===== src/rtl/ctt_pkg.sv =====
// ----------------------------------------------------------------------------
// ctt_pkg
// Shared types, token kinds, grammar positions and error codes of the
// configuration text tokenizer and checker.
// ----------------------------------------------------------------------------
package ctt_pkg;

    localparam int MAX_TOKEN_LEN_DEF = 128;

    // token kinds
    localparam logic [3:0] K_LPAREN   = 4'd0;
    localparam logic [3:0] K_RPAREN   = 4'd1;
    localparam logic [3:0] K_LBRACKET = 4'd2;
    localparam logic [3:0] K_RBRACKET = 4'd3;
    localparam logic [3:0] K_LBRACE   = 4'd4;
    localparam logic [3:0] K_RBRACE   = 4'd5;
    localparam logic [3:0] K_COMMA    = 4'd6;
    localparam logic [3:0] K_PLUS     = 4'd7;
    localparam logic [3:0] K_MINUS    = 4'd8;
    localparam logic [3:0] K_DOT      = 4'd9;
    localparam logic [3:0] K_ASSIGN   = 4'd10;
    localparam logic [3:0] K_IDENT    = 4'd11;
    localparam logic [3:0] K_NUMBER   = 4'd12;
    localparam logic [3:0] K_INVALID  = 4'd13;
    localparam logic [3:0] K_EOF      = 4'd14;

    // verdicts
    localparam logic [1:0] V_PARSING  = 2'd0;
    localparam logic [1:0] V_ACCEPT   = 2'd1;
    localparam logic [1:0] V_ERROR    = 2'd2;

    // error codes
    localparam logic [3:0] E_NONE      = 4'd0;
    localparam logic [3:0] E_LBRACKET  = 4'd1;
    localparam logic [3:0] E_IDENT     = 4'd2;
    localparam logic [3:0] E_RBRACKET  = 4'd3;
    localparam logic [3:0] E_ASSIGN    = 4'd4;
    localparam logic [3:0] E_VALUE     = 4'd5;
    localparam logic [3:0] E_ARGSEP    = 4'd6;
    localparam logic [3:0] E_HEADER    = 4'd7;
    localparam logic [3:0] E_TOO_LONG  = 4'd8;
    localparam logic [3:0] E_BAD_CHAR  = 4'd9;

    // lexer modes
    localparam logic [1:0] LM_IDLE   = 2'd0;
    localparam logic [1:0] LM_NUMBER = 2'd1;
    localparam logic [1:0] LM_IDENT  = 2'd2;

    // grammar positions
    localparam logic [4:0] P_HDR_FIRST = 5'd0;
    localparam logic [4:0] P_HDR_IDENT = 5'd1;
    localparam logic [4:0] P_HDR_CLOSE = 5'd2;
    localparam logic [4:0] P_BODY      = 5'd3;
    localparam logic [4:0] P_EQ        = 5'd4;
    localparam logic [4:0] P_VALUE     = 5'd5;
    localparam logic [4:0] P_NUM_DONE  = 5'd6;
    localparam logic [4:0] P_FRAC      = 5'd7;
    localparam logic [4:0] P_BR_IDENT  = 5'd8;
    localparam logic [4:0] P_BR_ARGS   = 5'd9;
    localparam logic [4:0] P_ARG       = 5'd10;
    localparam logic [4:0] P_ARG_NUM   = 5'd11;
    localparam logic [4:0] P_ARG_FRAC  = 5'd12;
    localparam logic [4:0] P_BR_DONE   = 5'd13;
    localparam logic [4:0] P_BR_OPEN   = 5'd14;

    // lexed event from front to back
    typedef struct packed {
        logic       flush_vld;   // pending token ends here
        logic [3:0] flush_kind;
        logic [7:0] flush_len;
        logic       tok_vld;     // punctuation, invalid or eof token
        logic [3:0] tok_kind;
        logic       too_long;    // flush is an overlong token
        logic       is_eof;
        logic       nl;          // raise the line counter after tokens
    } ctt_evt_t;

    // one result item
    typedef struct packed {
        logic [3:0]  token_kind;
        logic [7:0]  token_length;
        logic [15:0] line_number;
        logic [1:0]  verdict;
        logic [3:0]  error_code;
        logic        last;
    } ctt_res_t;

    function automatic logic [4:0] punct_kind(input logic [7:0] c);
        logic [4:0] k;
        k = 5'h1f;
        case (c)
            8'h28: k = {1'b0, K_LPAREN};
            8'h29: k = {1'b0, K_RPAREN};
            8'h5b: k = {1'b0, K_LBRACKET};
            8'h5d: k = {1'b0, K_RBRACKET};
            8'h7b: k = {1'b0, K_LBRACE};
            8'h7d: k = {1'b0, K_RBRACE};
            8'h2c: k = {1'b0, K_COMMA};
            8'h2b: k = {1'b0, K_PLUS};
            8'h2d: k = {1'b0, K_MINUS};
            8'h2e: k = {1'b0, K_DOT};
            8'h3d: k = {1'b0, K_ASSIGN};
            default: k = 5'h1f;
        endcase
        return k;
    endfunction

endpackage


===== src/rtl/ctt_lexer.sv =====
// ----------------------------------------------------------------------------
// ctt_lexer
// Front part: takes characters, groups digit runs and identifiers, and
// issues one lexed event per character that matters to the grammar.
// ----------------------------------------------------------------------------
module ctt_lexer #(
    parameter int MAX_TOKEN_LEN = ctt_pkg::MAX_TOKEN_LEN_DEF
) (
    input  logic              clk,
    input  logic              rst_n,
    input  logic              in_valid,
    output logic              in_ready,
    input  logic [7:0]        char_code,
    input  logic              end_of_file,
    output logic              evt_valid,
    input  logic              evt_ready,
    output ctt_pkg::ctt_evt_t evt
);

    logic [1:0] mode_reg, mode_next;
    logic [7:0] plen_reg, plen_next;
    logic       drop_reg, drop_next;     // discarding until end of file
    logic       digit, alpha, ws, nl, cont;
    logic [4:0] pk;
    ctt_pkg::ctt_evt_t e;
    logic       emit;

    assign in_ready = evt_ready;

    // classify the character and decide what to emit
    always_comb
    begin
        digit = (char_code >= 8'h30) && (char_code <= 8'h39);
        alpha = ((char_code >= 8'h61) && (char_code <= 8'h7a)) ||
                ((char_code >= 8'h41) && (char_code <= 8'h5a)) || (char_code == 8'h5f);
        nl    = (char_code == 8'h0a);
        ws    = (char_code == 8'h20) || ((char_code >= 8'h09) && (char_code <= 8'h0d));
        pk    = ctt_pkg::punct_kind(char_code);
        cont  = ((mode_reg == ctt_pkg::LM_NUMBER) && digit) ||
                ((mode_reg == ctt_pkg::LM_IDENT) && (digit || alpha));
        e = '0;
        mode_next = mode_reg;
        plen_next = plen_reg;
        drop_next = drop_reg;
        emit = 1'b0;
        e.flush_kind = (mode_reg == ctt_pkg::LM_NUMBER) ? ctt_pkg::K_NUMBER : ctt_pkg::K_IDENT;
        e.flush_len  = plen_reg;
        if (end_of_file)
        begin
            e.flush_vld = (mode_reg != ctt_pkg::LM_IDLE) && !drop_next;
            e.tok_vld   = 1'b1;
            e.tok_kind  = ctt_pkg::K_EOF;
            e.is_eof    = 1'b1;
            emit = 1'b1;
            mode_next = ctt_pkg::LM_IDLE;
            plen_next = '0;
            drop_next = 1'b0;
        end
        else if (drop_next)
        begin
            mode_next = ctt_pkg::LM_IDLE;
            plen_next = '0;
        end
        else if (cont)
        begin
            if (plen_reg >= 8'(MAX_TOKEN_LEN))
            begin
                e.flush_vld = 1'b1;
                e.flush_len = 8'(MAX_TOKEN_LEN);
                e.too_long  = 1'b1;
                emit = 1'b1;
                mode_next = ctt_pkg::LM_IDLE;
                plen_next = '0;
                drop_next = 1'b1;
            end
            else
            begin
                plen_next = plen_reg + 8'd1;
            end
        end
        else
        begin
            e.flush_vld = (mode_reg != ctt_pkg::LM_IDLE);
            mode_next = ctt_pkg::LM_IDLE;
            plen_next = '0;
            if (nl)
            begin
                e.nl = 1'b1;
            end
            else if (ws)
            begin
                e.nl = 1'b0;
            end
            else if (digit)
            begin
                mode_next = ctt_pkg::LM_NUMBER;
                plen_next = 8'd1;
            end
            else if (alpha)
            begin
                mode_next = ctt_pkg::LM_IDENT;
                plen_next = 8'd1;
            end
            else
            begin
                e.tok_vld  = 1'b1;
                e.tok_kind = pk[4] ? ctt_pkg::K_INVALID : pk[3:0];
            end
            emit = e.flush_vld || e.tok_vld || e.nl;
        end
    end

    assign evt_valid = in_valid && emit;
    assign evt       = e;

    // lexer state
    always_ff @(posedge clk or negedge rst_n)
    begin
        if (!rst_n)
        begin
            mode_reg <= ctt_pkg::LM_IDLE;
            plen_reg <= '0;
            drop_reg <= 1'b0;
        end
        else if (in_valid && in_ready)
        begin
            mode_reg <= mode_next;
            plen_reg <= plen_next;
            drop_reg <= drop_next;
        end
    end

endmodule


===== config.mk =====
export PLATFORM = sky130hd
export DESIGN_NAME = ctt_lexer
export DESIGN_NICKNAME = d
export VERILOG_FILES = /design/src/rtl/ctt_pkg.sv /design/src/rtl/ctt_lexer.sv
export SDC_FILE = /design/constraint.sdc
export NUM_CORES = 1
export LEC_CHECK = 0
export ABC_AREA = 1
export ABC_CLOCK_PERIOD_IN_PS = 3790
export BUFFER_PORTS_ARGS = -buffer_cell sky130_fd_sc_hd__buf_4
export CAP_MARGIN = 25
export CORE_AREA = 2 2 47 82
export DETAILED_ROUTE_END_ITERATION = 8
export DIE_AREA = 0 0 49 84
export MAX_ROUTING_LAYER = met4
export PLACE_DENSITY = 0.63
export SYNTH_ARGS = -nofsm -noshare
export SYNTH_HDL_FRONTEND = slang
export SYNTH_SLANG_ARGS = --single-unit

===== constraint.sdc =====
create_clock -name clk -period 3.79 [get_ports clk]
set_input_delay 0.1895 -clock clk [delete_from_list [all_inputs] [get_ports clk]]
set_output_delay 0.1895 -clock clk [all_outputs]
set_load 0.03 [all_outputs]

---- Word-level counts from Yosys, hierarchy flattened ----
Index checks and enable logic that the tools add are counted.
word-level totals
  bits in registers ....................... 11
  bits of input ports ..................... 13
  output and inout port bits .............. 23
operators by class
  $add $sub $neg .......................... 1
  $lt $le $gt $ge ......................... 9
  equal/unequal tests ..................... 17
  multiplexer cells ....................... 51
  reduce and logical (&&, ||, !) cells .... 19
operators with widths
  kind                 count
  $eq 8x6->1 const B   8
  $mux 8               7
  $pmux 5 s11          1
  $mux 5               9
  $eq 8x7->1 const B   5
  $mux 1               23
  $ge 8x7->1 const B   2
  $le 8x7->1 const B   2
  $mux 2               8
  $mux 14              1
  $logic_and 1x1->1    9
  $add 8x1->8 const B  1
  $eq 8x4->1 const B   1
  $ge 8x4->1 const B   1
  $ge 8x6->1 const B   1
  $ge 8x8->1 const B   1
  $le 8x4->1 const B   1
  $le 8x6->1 const B   1
  $logic_or 1x1->1     7
  $mux 4               1
  $ne 4x3->1 const B   1
  $mux 3               1
  $eq 2x1->1 const B   1
  $eq 2x2->1 const B   1
  other kinds (3)      3

---- Logic depth before layout (Yosys ltp) ----
Gate-level depths: netlist of run 1.
  depth in word-level cells ............... 17
  mapped depth ............................ 10
  depth with buffers taken out ............ 10

---- Least setup slack after synthesis of run 1 ----
Ideal clock, no wire load.
  path kind ............................... reg-to-output
  start ................................... register mode_reg[1]
  end ..................................... output evt[2] (netlist name)
  arrival time ............................ 1952 ps
  data required time ...................... 3601 ps
  setup slack ............................. 1649 ps
  cell stages (with the launch flop) ...... 8
  path buffers ............................ 0
  cell sequence ........................... dfrtp_1 -> nor2_1 -> inv_1 -> o21ai_4 -> nand2_2 -> nor2_4 -> nand2_4 -> inv_1
RTL lines
  item                    line              text
  start, declared         ctt_lexer.sv:20   logic [1:0] mode_reg, mode_next;
  start signal, assigned  ctt_lexer.sv:121  mode_reg <= ctt_pkg::LM_IDLE;
  start signal, assigned  ctt_lexer.sv:127  mode_reg <= mode_next;
  end, declared           ctt_lexer.sv:17   output ctt_pkg::ctt_evt_t evt

==> impl_metrics.toml, run 1 <==
[run_status]
run_status = "complete, no violations"

[synthesis]
synth_area_leader_cell = "dfrtp_1"
ys_warn_count = 0
synth_fp_nets = 202
syn_avg_cell_area_um2 = 6.029
number_of_flip_flops_and_latches_in_the_synthesized_netlist = 11
synth_top_area_share = 0.2442
async_flop_share = 1.000
postSynthCellCount = 187
netlist_area_mm2 = 0.001127
synth_edf_count = 0
synth.distinct_cells = 33
yosys_most_used_dff = "dfrtp_1"
ys_seq_area_frac = 0.2442
ys_top_cells_by_area = "dfrtp_1 24%, nand2_1 16%, inv_1 11%, nor2_1 10%, nand3_1 7.5%"

[pwr]
power_leakage_nw = 0.8016
vdd_drop_max_mv = 0.1090
pwr_density_mw_per_mm2 = 227.3

[worst_setup_path]
slowest_stage = "dfrtp_1"
timing.critical_path.to_type = "output pin"
worst_setup_path_start_kind = "flip-flop"
critical_path_peak_fanout = 8
worst-endpoint-required_ps = 3600
cpPeakStageDelay_ps = 410
cpMostUsedCell = "inv_1"
critical_path.top_delay_family = "simple AND/OR/NAND/NOR gates"
ordered_list_of_cells_on_the_worst_path = "nor2_1 -> inv_1 -> o21ai_4 -> nand2_2 -> nor2_4 -> nand2_4 -> nand2_1 -> inv_1 -> buf_4"
critPathArrivalTime_ps = 1750
crit_buf_inv = 3
timing.setup.critical_path_class = "flip-flop to output pin"

[placement]
dpl-instance-area_mm2 = 0.001406
io_buffer_count = 34
hpwlAfterDp_mm = 2.415
gpl.final_weighted_congestion = 0.8426

[timing]
timing.final.setup_violations = 0
timing_max_transition_violations_final = 0
layout_min_cycle_time_ps = 1936
worst_slew_pin_slew_ps = 516.7
setup-tns-final_ps = 0
final.setup_skew_ps = 3.182
max_fclk_mhz = 516.5
finalCritPeriodShare = 0.5108
final_hold_viol_count = 0
max-slew-margin-rel = 0.6543
grt_setup_unrepaired = "no"

[global_routing]
global_route_total_overflow = 0
grt_antenna_before_repair = 0
grt_pass1_vias = 1258
largest_net_degree_at_the_start_of_global_routing = 12
first_pass_grt_wire_length_mm = 4.954
gr-usage-all-layers = 0.1504

[route]
viasPerCell = 4.712
routed_wirelength_mm = 2.761
drt_pass1_iterations = 4
vias = 1258
average_routed_wire_per_standard_cell_um = 10.34
drcViolationCount = 0
first_iter_violations = 17
drtAntennaViolNets = 0

[finish]
final_net_count = 237
final_design_area_excluding_fillers_mm2 = 0.001461
most_frequent_cells_in_the_layout = "48 x nand2_1, 34 x buf_4, 32 x inv_1"
num_antenna_cells = 0
share_of_layout_cells_above_drive_strength_1 = 0.2262
area_delta_synth_final_pct = 29.63
largest_reg_flops = 8
layout.cells.most_common = "nand2_1"

[min_path]
min-delay-path-class = "input port to flip-flop"

[cts]
cts_inserted_buffers = 3
clock-sinks = 11
worstSkewPairLatency_ps = 230
cts.repair.resized = 0
cts_max_level = 1
clkSlewWorstSetupHoldPaths_ps = 50
clock_tree.buffer_depth = 2
cts.repair_timing.setup_buffer_count = 0
cts_tree = "done"
ctsRootBufferMaster = "clkbuf_8"

[die]
start_util = 0.3203
io_pins = 36
die_height_um = 84
fp-row-count = 29
floorplan.die_area_mm2 = 0.004116
core_footprint_mm2 = 0.003520
dieWidth_um = 49

[run]
max_capacitance_violation_count = 0
where the power goes:
group          internal (mW)  total, mW  switching, mW  leakage, nW
combinational         0.0346     0.0978         0.0632        0.626
sequential             0.120      0.122        0.00196        0.153
clock                 0.0735      0.113         0.0393       0.0228
cell usage after synthesis (all sizes together), types with 2 or more instances:
| master | count |
|---|---|
| nor3 | 3 |
| o22ai | 3 |
| buf | 4 |
| dfrtp | 11 |
| nand4 | 3 |
| nand2 | 53 |
| a21oi | 3 |
| o21ai | 10 |
| inv | 33 |
| ha | 2 |
| nor2 | 33 |
| nand3 | 17 |
repair_timing:
| action | 4_1_cts | 5_1_grt |
|---|---|---|
| hold buffers | 1 | 0 |
| setup endpoints to repair | 0 | 0 |
| hold endpoints to repair | 11 | 0 |
cell families (layout without fill, tap and decap cells):
logic type / Yosys count / in the layout / synth area share
compound gates: 22 / 22 / 0.1288
flops: 11 / 11 / 0.2442
other cells: 1 / 1 / 0.003326
xor+xnor: 2 / 2 / 0.01554
buf+inv: 39 / 73 / 0.1432
fa+ha+maj: 2 / 2 / 0.02219
simple gates: 110 / 110 / 0.4428
through the flow:
step	total power [mW]	utilization	hold slack (ps)	worst slack (ps)	std cells
detailed placement	0.2214	0.3996	36.35	1946	262
global placement	0.2212	0.3996	34.63	1962	262
CTS	0.3366	0.4152	192.3	1841	267
finish	0.3322	0.4152	193.6	1854	267
global route	0.3501	0.4152	198.7	1641	267
floorplan	0.1837	-	-106.1	1649	187
worst paths after layout:
check | start | to | slack (ps) | cells past startpoint
setup / recovery | mode_reg[1]$_DFFE_PN0P_ | evt[12] | 1850 | 9
hold / removal | end_of_file | drop_reg$_DFFE_PN0P_ | 190 | 2
setup reg to reg | plen_reg[0]$_DFFE_PN0P_ | plen_reg[6]$_DFFE_PN0P_ | 2270 | 7
hold reg to reg | mode_reg[0]$_DFFE_PN0P_ | mode_reg[0]$_DFFE_PN0P_ | 520 | 2
max in group asynchronous | rst_n | plen_reg[3]$_DFFE_PN0P_ | 3300 | 2
min in group asynchronous | rst_n | plen_reg[2]$_DFFE_PN0P_ | 340 | 2
cell type report:
class                      instances  area [um^2]
timing repair buffer              35        265.3
multi-input combinational        137        690.7
clock buffer                       4        45.04
inverter                          34        127.6
sequential                        11        275.3
tap                               46        57.56
fill                             407         2058
routing by layer:
layer / GRT usage / vias up / wire [um]
met2: 0.2939 / 30 / 1626
li1: - / 651 / -
met1: 0.1387 / 568 / 952
met3: 0.01254 / 9 / 89
met5: - / - / 0
met4: 0.07792 / 0 / 93
Note: power is estimated with default switching activity, not from simulation.
==> inputs of run 2 (changes only) <==
- ABC_AREA: 1 -> 0
- ABC_CLOCK_PERIOD_IN_PS: 3790 -> 1700
- CORE_AREA: 2 2 47 82 -> 2 2 49 85
- DIE_AREA: 0 0 49 84 -> 0 0 51 87
- PLACE_DENSITY: 0.63 -> 0.65
- clock period: 3.79 -> 1.7 ns (I/O delays scaled with it)
==> impl_metrics.toml, run 2 <==
[route]
drtAntennaViolNets = 0
average_routed_wire_per_standard_cell_um = 14.49
vias = 1459
first_iter_violations = 37
routed_wirelength_mm = 3.971
drcViolationCount = 0
drt_pass1_iterations = 4
viasPerCell = 5.325

[synthesis]
synth.mux.area_fraction = 0.008155
synth_compound_gate_area_share = 0.2854
synth_area_leader_cell = "dfrtp_1"
yosys_most_used_dff = "dfrtp_1"
synth.distinct_cells = 52
synth_top_area_share = 0.2243
syn_avg_cell_area_um2 = 7.530
ys_warn_count = 0
synth_fp_nets = 178
yosysMostFrequentCell = "nand2_1"
postSynthCellCount = 163
ys_top_cells_by_count = "15 x nand2_1, 12 x nor2_1, 11 x dfrtp_1, 11 x nand3_1"
yosys.area_share.xor_xnor = 0.007136
synth_top_family_by_area = "simple AND/OR/NAND/NOR gates"
synth_edf_count = 0
synth_adder_area_share = 0.02039
number_of_flip_flops_and_latches_in_the_synthesized_netlist = 11
ys_top_cells_by_area = "dfrtp_1 22%, and2_1 4.6%, nand2_1 4.6%, nand3_1 4.5%, o21ai_0 4.1%"
async_flop_share = 1.000
netlist_area_mm2 = 0.001227
post_synth_and_or_nand_nor_area_fraction = 0.3619
ys_seq_area_frac = 0.2243

[worst_setup_path]
timing.setup.critical_path_class = "flip-flop to output pin"
critical_path_peak_fanout = 5
cpPeakStageDelay_ps = 390
setup.reg_to_reg.worst_slack_ps = 40
critPathArrivalTime_ps = 1670
worst-endpoint-required_ps = 1620
timing.critical_path.to_type = "output pin"
critical_path.top_delay_family = "compound AO/OA/AOI/OAI gates"
ordered_list_of_cells_on_the_worst_path = "and2b_2 -> o21ai_4 -> nand2_4 -> a221oi_2 -> o21a_2 -> buf_6"
setup.worst_path.start = "mode_reg[0]$_DFFE_PN0P_"
regToRegStartpoint = "mode_reg[0]$_DFFE_PN0P_"
crit_buf_inv = 1
slowest_stage = "dfrtp_1"
worst_setup_path_start_kind = "flip-flop"

[die]
die_height_um = 87
start_util = 0.3238
fp-row-count = 30
dieWidth_um = 51
core_footprint_mm2 = 0.003791
io_pins = 36
floorplan.die_area_mm2 = 0.004437

[finish]
num_antenna_cells = 0
sequential_area_um2 = 275.3
layout.cells.non_filler = 274
total_area_of_multi_input_combinational_cells_um2 = 968.4
layout.cells.most_common = "buf_4"
largest_reg_flops = 8
share_of_layout_cells_above_drive_strength_1 = 0.4690
most_frequent_cells_in_the_layout = "64 x buf_4, 14 x nand2_1, 12 x nor2_1"
final_net_count = 242
area_delta_synth_final_pct = 58.41
final_core_utilization = 0.5129
layout.filler_cells = 359

[min_path]
hold_start = "end_of_file"
min-delay-path-class = "input port to flip-flop"

[timing]
max_fclk_mhz = 571.1
finalCritPeriodShare = 1.030
timing.final.setup_violations = 3
fin_worst_hold_slack_ps = 72.00
setup-tns-final_ps = -78.60
final.setup_skew_ps = 0.8018
final_hold_viol_count = 0
timing_max_transition_violations_final = 0
grt_setup_unrepaired = "yes"
timing.final.ws_setup_ps = -50.86
layout_min_cycle_time_ps = 1751

[cts]
clock-sinks = 11
clkSlewWorstSetupHoldPaths_ps = 50
cts_max_level = 1
cts_tree = "done"
cts_inserted_buffers = 3
ctsRootBufferMaster = "clkbuf_8"
worstSkewPairLatency_ps = 230
clock_tree.buffer_depth = 2

[pwr]
clockPowerShare = 0.276
vdd_drop_max_mv = 0.4011
power.internal_mw = 0.6128
seqPwrFrac = 0.297
comb_power_share = 0.428
p_switching_mw = 0.3193
pwr_density_mw_per_mm2 = 479.4
power_leakage_nw = 0.8336
swShare = 0.3425

[global_routing]
largest_net_degree_at_the_start_of_global_routing = 12
grt_pass1_vias = 1511
grt_antenna_before_repair = 0
first_pass_grt_wire_length_mm = 6.596
globalRouteMet3Util = 0.01203
gr-usage-all-layers = 0.1954
grt-busiest-layer = "met2"
global_route_total_overflow = 0
grt_util_met2 = 0.3943
met1_track_demand_over_resource = 0.1791

[placement]
gpl.final_weighted_congestion = 0.8526
hpwlAfterDp_mm = 3.156
io_buffer_count = 34
placement.setup.worst_slack_ps = -94.92
placed_cells_incl_taps = 264

[run]
max_capacitance_violation_count = 0

[run_status]
run_status = "finished with violations"
failing_checks = "setup timing"
## run 2: cell types whose count changed after synthesis, moves of 5 or more
cell      change
a31oi_1       +5
and2_1        +9
nand2b_1      +6
nand3_1       -6
nor2_1       -18
nand2_1      -33
inv_1        -22
## run 2: through the flow
stage                     total power [mW]  instance area [um^2]
after floorplan                     0.4953                  1284
after global placement              0.6420                  1759
after detailed placement            0.6457                  1759
after CTS                           0.9202                  1889
after global routing                0.9833                  1944
final                               0.9321                  1944
## run 2: path summary, 6_finish.rpt
path,to,cells past startpoint
worst max-delay path,evt_valid,6
worst min-delay path,drop_reg$_DFFE_PN0P_,2
max in group asynchronous,drop_reg$_DFFE_PN0P_,2
worst min register to register,plen_reg[0]$_DFFE_PN0P_,1
worst max register to register,plen_reg[4]$_DFFE_PN0P_,7
min in group asynchronous,plen_reg[6]$_DFFE_PN0P_,2
## run 2: power by group through the flow
stage	clock, mW	sequential, mW	combinational (mW)
global route	0.279	0.277	0.427
detailed placement	0	0.281	0.365
floorplan	0	0.280	0.215
global placement	0	0.281	0.361
CTS	0.262	0.277	0.382
finish	0.257	0.277	0.399
## run 2: kinds of logic after synthesis
| logic type | count (synthesis) |
|---|---|
| AND/OR/NAND/NOR | 80 |
| XOR/XNOR | 1 |
| buffers and inverters | 22 |
| other | 1 |
| AO/OA/AOI/OAI | 45 |
| flip-flops | 11 |
| multiplexers | 1 |
| adder cells (fa/ha/maj) | 2 |
## run 2: metal layers
metal | vias up | share of wire
met2 | 37 | 0.61
met1 | 701 | 0.34
met5 | - | 0
met3 | 10 | 0.026
li1 | 711 | -
met4 | 0 | 0.024
## run 2: area by class of cell
type,count,share of cell area
sequential,11,0.1416
clock buffer,4,0.02317
tap,48,0.03089
multi-input combinational,130,0.4981
timing repair buffer,71,0.2870
inverter,10,0.01931
## run 2: timing repair
action | CTS | global route
resized for setup | 12 | 8
endpoints found under the setup margin | 14 | 18
pin swaps | 5 | 5
setup buffers | 3 | 3
hold buffers | 1 | 0
endpoints found under the hold margin | 11 | 0
## run 2: worst register-to-register path, stage by stage (launching register included)
cell	delay (ps)
dfrtp_1	390
nand2b_1	170
inv_2	90
nand3_2	100
buf_4	160
a211oi_4	280
nand2_4	110
o311ai_2	260
